[src/hdl/cosine_similarity_top_k_core_defines.svh]
// assertion macros for the cosine similarity top-k core
`ifndef COSINE_SIMILARITY_TOP_K_CORE_DEFINES_SVH
`define COSINE_SIMILARITY_TOP_K_CORE_DEFINES_SVH
`ifndef SYNTHESIS
`define CSK_ASSERT(lbl, clk, rst, prop) \
  lbl: assert property (@(posedge clk) disable iff (rst) prop) else $error("csk check failed");
`define CSK_ASSERT_ALWAYS(lbl, clk, prop) \
  lbl: assert property (@(posedge clk) prop) else $error("csk check failed");
`else
`define CSK_ASSERT(lbl, clk, rst, prop)
`define CSK_ASSERT_ALWAYS(lbl, clk, prop)
`endif
`endif

[src/hdl/csk_pkg.sv]
// shared constants for the cosine similarity top-k core
package csk_pkg;
  localparam int VOCAB_MAX = 1024;
  localparam int DIM_MAX   = 64;
  localparam int TOP_MAX   = 16;
  localparam int WORD_W    = 10;
  localparam int DIM_W     = 6;
  localparam int ADDR_W    = WORD_W + DIM_W;
  localparam int TOP_W     = 4;
  localparam int CNT_W     = 5;
  localparam int NORM_W    = 38;
  localparam int ROOT_W    = 19;
  localparam logic [1:0] CFG_WORDS = 2'd0;
  localparam logic [1:0] CFG_DIMS  = 2'd1;
  localparam logic [1:0] CFG_READY = 2'd2;
  localparam logic KIND_LOAD  = 1'b0;
  localparam logic KIND_QUERY = 1'b1;
endpackage

[src/hdl/csk_isqrt.sv]
// iterative floor square root, one result bit per cycle
module csk_isqrt (
  input  logic                        clk,
  input  logic                        rst,
  input  logic                        start,
  input  logic [csk_pkg::NORM_W-1:0]  value,
  output logic                        done,
  output logic [csk_pkg::ROOT_W-1:0]  root
);
  localparam int REM_W = csk_pkg::ROOT_W + 3;
  logic [csk_pkg::NORM_W-1:0] val;
  logic [REM_W-1:0] rem;
  logic [REM_W-1:0] rem_next;
  logic [REM_W-1:0] trial;
  logic [4:0] cnt;
  logic busy;

  assign rem_next = {rem[REM_W-3:0], val[csk_pkg::NORM_W-1 -: 2]};
  assign trial = REM_W'({root, 2'b01});

  always_ff @(posedge clk) begin
    if (rst) begin
      busy <= 1'b0;
      done <= 1'b0;
      cnt  <= '0;
    end else begin
      done <= 1'b0;
      if (start) begin
        busy <= 1'b1;
        cnt  <= 5'(csk_pkg::ROOT_W);
        val  <= value;
        rem  <= '0;
        root <= '0;
      end else if (busy) begin
        val <= {val[csk_pkg::NORM_W-3:0], 2'b00};
        if (rem_next >= trial) begin
          rem  <= rem_next - trial;
          root <= {root[csk_pkg::ROOT_W-2:0], 1'b1};
        end else begin
          rem  <= rem_next;
          root <= {root[csk_pkg::ROOT_W-2:0], 1'b0};
        end
        cnt <= cnt - 5'd1;
        if (cnt == 5'd1) begin
          busy <= 1'b0;
          done <= 1'b1;
        end
      end
    end
  end
endmodule

[config.mk]
export PLATFORM = sky130hd
export DESIGN_NAME = csk_isqrt
export DESIGN_NICKNAME = d
export VERILOG_FILES = /design/src/hdl/cosine_similarity_top_k_core_defines.svh /design/src/hdl/csk_pkg.sv /design/src/hdl/csk_isqrt.sv
export SDC_FILE = /design/constraint.sdc
export NUM_CORES = 1
export LEC_CHECK = 0
export BUFFER_PORTS_ARGS = -buffer_cell sky130_fd_sc_hd__buf_4
export CAP_MARGIN = 15
export CORE_MARGIN = 5
export CORE_UTILIZATION = 40
export DETAILED_ROUTE_END_ITERATION = 10
export HOLD_SLACK_MARGIN = 0.15
export MAX_ROUTING_LAYER = met4
export SLEW_MARGIN = 20
export SYNTH_ARGS = -nofsm -noshare
export SYNTH_HDL_FRONTEND = slang
export SYNTH_SLANG_ARGS = --single-unit
export TNS_END_PERCENT = 100
[constraint.sdc]
create_clock -name clk -period 5.63 [get_ports clk]
set_clock_uncertainty 0.1 [all_clocks]
set_input_delay 0.563 -clock clk [delete_from_list [all_inputs] [get_ports clk]]
set_output_delay 0.563 -clock clk [all_outputs]
set_load 0.005 [all_outputs]
* Yosys cells after proc, flatten, opt, wreduce, memory -nomap -nowiden *
Index checks and enable logic that the tools add are counted.

operators by class
  eq/ne operators = 1
  bitwise operators = 2
  muxes and demuxes = 12
  reductions and logical operators = 4
  order comparisons = 1
  $add $sub $neg = 2

operators with widths
  operator                                              number
  2-to-1 mux 38 bit                                     2
  2-to-1 mux 20 bit                                     2
  greater-or-equal comparator 22 x 21 -> 1 bit          1
  subtractor 20 bit                                     1
  2-to-1 mux 19 bit                                     1
  2-to-1 mux 5 bit                                      2
  equality test 5 x 1 -> 1 bit (second input constant)  1
  2-to-1 mux 1 bit                                      5
  subtractor 5 x 1 -> 5 bit (second input constant)     1
  OR reduction 3 bit                                    1
  inverter 1 bit                                        2
  AND reduction 2 bit                                   1
  nonzero test 2 bit                                    1
  OR reduction 2 bit                                    1

storage, ports and cells
  bits in registers = 84
  output and inout port bits = 20
  logic and storage cells = 29
  input port bits = 41

* Depth between registers and ports, before layout *
  depth in word-level cells = 4
  mapped depth = 11
  gate-level depth less buffers = 10

* Least setup slack after synthesis *
Ideal clock, no wire load.

  path kind = input-to-reg
  start point = in start
  end point = reg rem[0] (enable)
  stages = 4
  data arrival time = 4,415 ps
  slack = 602 ps
  path buffers = 2
  data required time = 5,017 ps
  library setup time = 513 ps
  cell sequence = clkbuf_1 > buf_1 > nor2_1 > nor2_1

between the ends
  cells in the longest elaborated chain, start to end = 2

RTL lines
  element                               RTL line         RTL
  start, declared                       csk_isqrt.sv:5   input logic start,
  nonzero test 2 bit (no source line)   --
  AND reduction 2 bit (no source line)  --
  end signal, assigned                  csk_isqrt.sv:37  rem <= rem_next - trial;
  end signal, assigned                  csk_isqrt.sv:40  rem <= rem_next;
  end, declared                         csk_isqrt.sv:12  logic [REM_W-1:0] rem;

Every way passes these cells.
A chain may end at the register's enable or synchronous reset.

* Worst setup path in the final report *
  start point = reg root[9] (netlist name)
  end point = reg rem[11], data pin

between the ends
  cells in the longest elaborated chain, start to end = 3
  elaborated cells on any way between the ends = 4
  those cells by class = add/sub (1); order compare (1); mux (2)

RTL lines
  element                                                                                   RTL line                          RTL
  start, declared                                                                           csk_isqrt.sv:8                    output logic [csk_pkg::ROOT_W-1:0] root
  start signal, assigned                                                                    csk_isqrt.sv:38                   root <= {root[csk_pkg::ROOT_W-2:0], 1'b1};
  start signal, assigned                                                                    csk_isqrt.sv:41                   root <= {root[csk_pkg::ROOT_W-2:0], 1'b0};
  subtractor 20 bit / greater-or-equal comparator 22 x 21 -> 1 bit (equally long branches)  csk_isqrt.sv:37, csk_isqrt.sv:36
  2-to-1 mux 20 bit (*)                                                                     csk_isqrt.sv:36                   if (rem_next >= trial) begin
  2-to-1 mux 20 bit (*)                                                                     csk_isqrt.sv:34                   end else if (busy) begin

Every way passes the cells marked *; elsewhere a longest branch is shown, timed or not. The select of a mux whose other input is x is not followed.

==> PnR_summary.wiki <==
{| class="wikitable"
! Metric !! Value
|-
| Status || complete, no violations
|-
| Synth cell types || 41
|-
| Count of max-cap constraint violations || 0
|-
| Cells after Synth || roughly 380
|-
| Die span in x || 116 um
|-
| Largest cells by area after synthesis || sky130_fd_sc_hd__edfxtp_1 52%, sky130_fd_sc_hd__mux2_2 9.0%, sky130_fd_sc_hd__ha_1 6.4%
|-
| Combinational cell fraction of total power || 21.6%
|-
| Net count reported at finish || 506
|-
| Core area || 10,900 sq um
|-
| Number of clock buffers inserted by TritonCTS || 9
|-
| Most used routing layer || met2
|-
| Crit. Startpoint || root[9]
|-
| Number of antenna violations at the first check in global routing || 0
|-
| Clock slew at the register clock pins of the worst setup and hold paths || 0.06 ns
|-
| Starting utilization of the core area || 41.1%
|-
| Via count of the routed design || 3,033
|-
| Count of routing violations after the opening detailed-route iteration || 131
|-
| Dpl hpwl || 6240 um
|-
| Wire length per cell || 15.2 um
|-
| Finish-stage setup viols || 0
|-
| Share of synthesized area occupied by flip-flops and latches || 54.6%
|-
| Vias per Instance || 5.18
|-
| Slew Viols, Final || 0
|-
| Count of warnings emitted by yosys || 0
|-
| Slack of the worst reg-to-reg path || 2.27 ns
|-
| Initial DRT Pass Iterations || 4
|-
| Power density normalized to cell area || 330 nW/um^2
|-
| Clk buf depth || 2
|-
| Met3 track utilization from global routing || 3.86%
|-
| Arrival time of data at the critical path endpoint || 3.31 ns
|-
| Internal power summed over all cells || 1.31 mW
|-
| Period Utilization, post-route || 59.7%
|-
| Number of gates given a new drive strength after cts || 0
|-
| Root Buffer || sky130_fd_sc_hd__clkbuf_16
|-
| Post-Syn Area per Cell || 11.8 sq um
|-
| Switching power as a share of total power || 26.3%
|-
| Type of origin of the critical path || flop
|-
| Type of element capturing the critical path || flop
|-
| FF-to-FF End || rem[11]
|-
| Hold violation total from the final report || 0
|-
| Clock power share || 35.1%
|-
| Number of placed instances with taps included || around 570
|-
| Wirelength, routed || 8890 um
|-
| Max VDD drop || 0.139 mV
|-
| Share of the synthesized area in the top cell type || 51.5%
|-
| DRC viols || 0
|-
| Via count of the first global-routing pass || roughly 3,200
|-
| Top achievable clock speed || ~300 MHz
|-
| Overflow left after global routing || 0
|-
| Latest clock arrival within the worst-skew pair || 0.33 ns
|-
| Min cycle time layout || around 3.4 ns
|-
| Launch point of the worst reg-to-reg path || root[9]
|-
| Sum of internal, switching and leakage power || approximately 1.8 mW
|-
| Total number of placement rows || 38
|-
| Placer's final routability congestion estimate || 0.884
|-
| Worst Tran Pin Value || 1.10 ns
|-
| RSZ-0062 raised after global routing || false
|-
| Global routing usage summed across all routing layers || 14.6%
|-
| Clock tree from TritonCTS || yes
|-
| Worst-case hold slack || 0.367 ns
|-
| FF-to-FF path depth || 10
|-
| Layout-stage area growth over the synthesis result || 20.0%
|-
| Cell type with the largest total area after synthesis || sky130_fd_sc_hd__edfxtp_1
|-
| Clock sinks || 84
|-
| Met2 Track Usage GR || 23.5%
|-
| Reported leakage power || 2.16 nW
|-
| Worst relative slew slack || 26.4%
|-
| Maximum number of pins on one net before global-route repair || 81
|-
| Full die area || 13,400 sq um
|-
| Post-synthesis instance area || approximately 4500 sq um
|-
| Worst Hold Class || in2reg
|-
| Antenna Cells || 0
|-
| Maximum net fanout on the critical path || 21
|-
| Post-detailed-route count of antenna-violating nets || 0
|-
| Die Span Y || 116 um
|-
| I/O Buffers || 60
|-
| Post CTS Setup Buffer Count || 0
|-
| I/O pins || 61
|-
| Wire length of the first global-routing pass || 14,900 um
|-
| Flop and latch count out of synthesis || 84
|-
| Cts hold-fix bufs || 0
|-
| H-tree Lvls || 3
|-
| Non-filler instance count after layout || 586
|-
| Global routing usage on met1 || approximately 18%
|-
| Layout cells sized above 1 || 26.9%
|-
| Critical path data required time || 5.58 ns
|-
| Portion of total power attributed to sequential cells || 43.3%
|-
| Number of nets produced by synthesis || 446
|-
| Class of the most critical setup path || reg2reg
|-
| Final setup TNS || 0 ns
|-
| Critical path destination || rem[11]
|-
| P_sw || 0.467 mW
|}
[cell type report]
type,instances,area [sq um]
Fill cell,1011,5550
Sequential cell,84,2450
Multi-Input combinational cell,258,1880
Timing Repair Buffer,63,473
Clock buffer,9,225
Tap cell,140,175
Inverter,26,97.6
Clock inverter,6,87.6
[metrics by stage]
step	area (sq um)	setup WS (ns)	utilization [%]
4_1_cts	5390	2.24	49.3
3_5_place_dp	5080	2.26	46.4
3_3_place_gp	5080	2.31	46.4
5_1_grt	5390	1.92	49.3
6_report	5390	2.27	49.3
2_1_floorplan	4490	0.602	-
[worst max-delay path, cell delays in order (launching register included)]
cell and delay [ns]:
sky130_fd_sc_hd__edfxtp_1 0.35, sky130_fd_sc_hd__inv_1 0.06, sky130_fd_sc_hd__ha_1 0.36, sky130_fd_sc_hd__a21o_1 0.18, sky130_fd_sc_hd__a21oi_1 0.13, sky130_fd_sc_hd__o21ai_1 0.08
sky130_fd_sc_hd__a21oi_1 0.30, sky130_fd_sc_hd__nand4_1 0.27, sky130_fd_sc_hd__nand2_1 0.90, sky130_fd_sc_hd__mux2i_1 0.28, sky130_fd_sc_hd__nor2_1 0.07
[Yosys cell counts, drive strengths merged]
cell type and instances:
nand3b 2, inv 26, nand3 3, a31o 1, a21oi 27, nand4b 1, a311oi 2, a211oi 2
a31oi 2, clkbuf 5, a21o 3, nand2b 2, o31ai 2, nor3 14, o21a 4, dfxtp 7
edfxtp 77, nor2b 2, nor2 48, nand2 22, nand4 2, ha 23, nor4b 2, xnor2 12
and2 4, o2111ai 1, and3 1, mux2 36, mux2i 16, o211a 1, o211ai 2, o21ai 12
buf 9, xor2 9
[routing by layer]
layer	share of wire, %	vias to the layer above	wire length, um
met4	1.1	0	99
met3	5.8	10	515
li1	-	1500	-
met2	48	91	4230
met1	46	1432	4050
met5	0	-	0
[power by group through the flow]
stage	logic [mW]	registers [mW]	clock network, mW
2_1_floorplan	0.291	0.780	0
3_3_place_gp	0.378	0.783	0
3_5_place_dp	0.384	0.783	0
4_1_cts	0.387	0.770	0.643
5_1_grt	0.431	0.775	0.664
6_report	0.384	0.770	0.623
[layout by cell type, fill, tap and decap left out, drive strengths merged, types with 3 or more instances in the layout]
cell    instances
and2            4
buf            63
nor3           14
ha             23
xor2            9
nand3           3
dfxtp           7
edfxtp         77
o21ai          12
nor2           48
a21oi          27
nand2          22
a21o            3
mux2i          16
o21a            4
xnor2          12
inv            27
mux2           36
clkbuf          9
[kinds of logic (layout without fill, tap and decap cells)]
family	Yosys count	in the layout	synth area share, %
AND/OR/NAND/NOR	103	103	10.4
flip-flops	84	84	54.6
AO/OA/AOI/OAI	59	59	8.19
multiplexers	52	52	12.6
buffers and inverters	40	104	3.71
adder cells (fa/ha/maj)	23	23	6.41
XOR/XNOR	21	21	4.10
[worst min path at each step]
stage | depth (start not counted) | startpoint | slack [ns] | to
final | 2 | rst | 0.37 | cnt[0]
after global routing | 2 | rst | 0.36 | cnt[0]
after CTS | 2 | rst | 0.35 | cnt[0]
after detailed placement | 1 | val[32] | 0.43 | val[34]
after global placement | 1 | val[3] | 0.43 | val[5]
after floorplan | 1 | val[0] | 0.42 | val[2]
[flip-flops by register name, summed over array words and instances, names as in the netlist]
signal / cells
busy: 1
cnt: 5
done: 1
rem: 20
root: 19
val: 38
(Power assumes the default switching activity.)
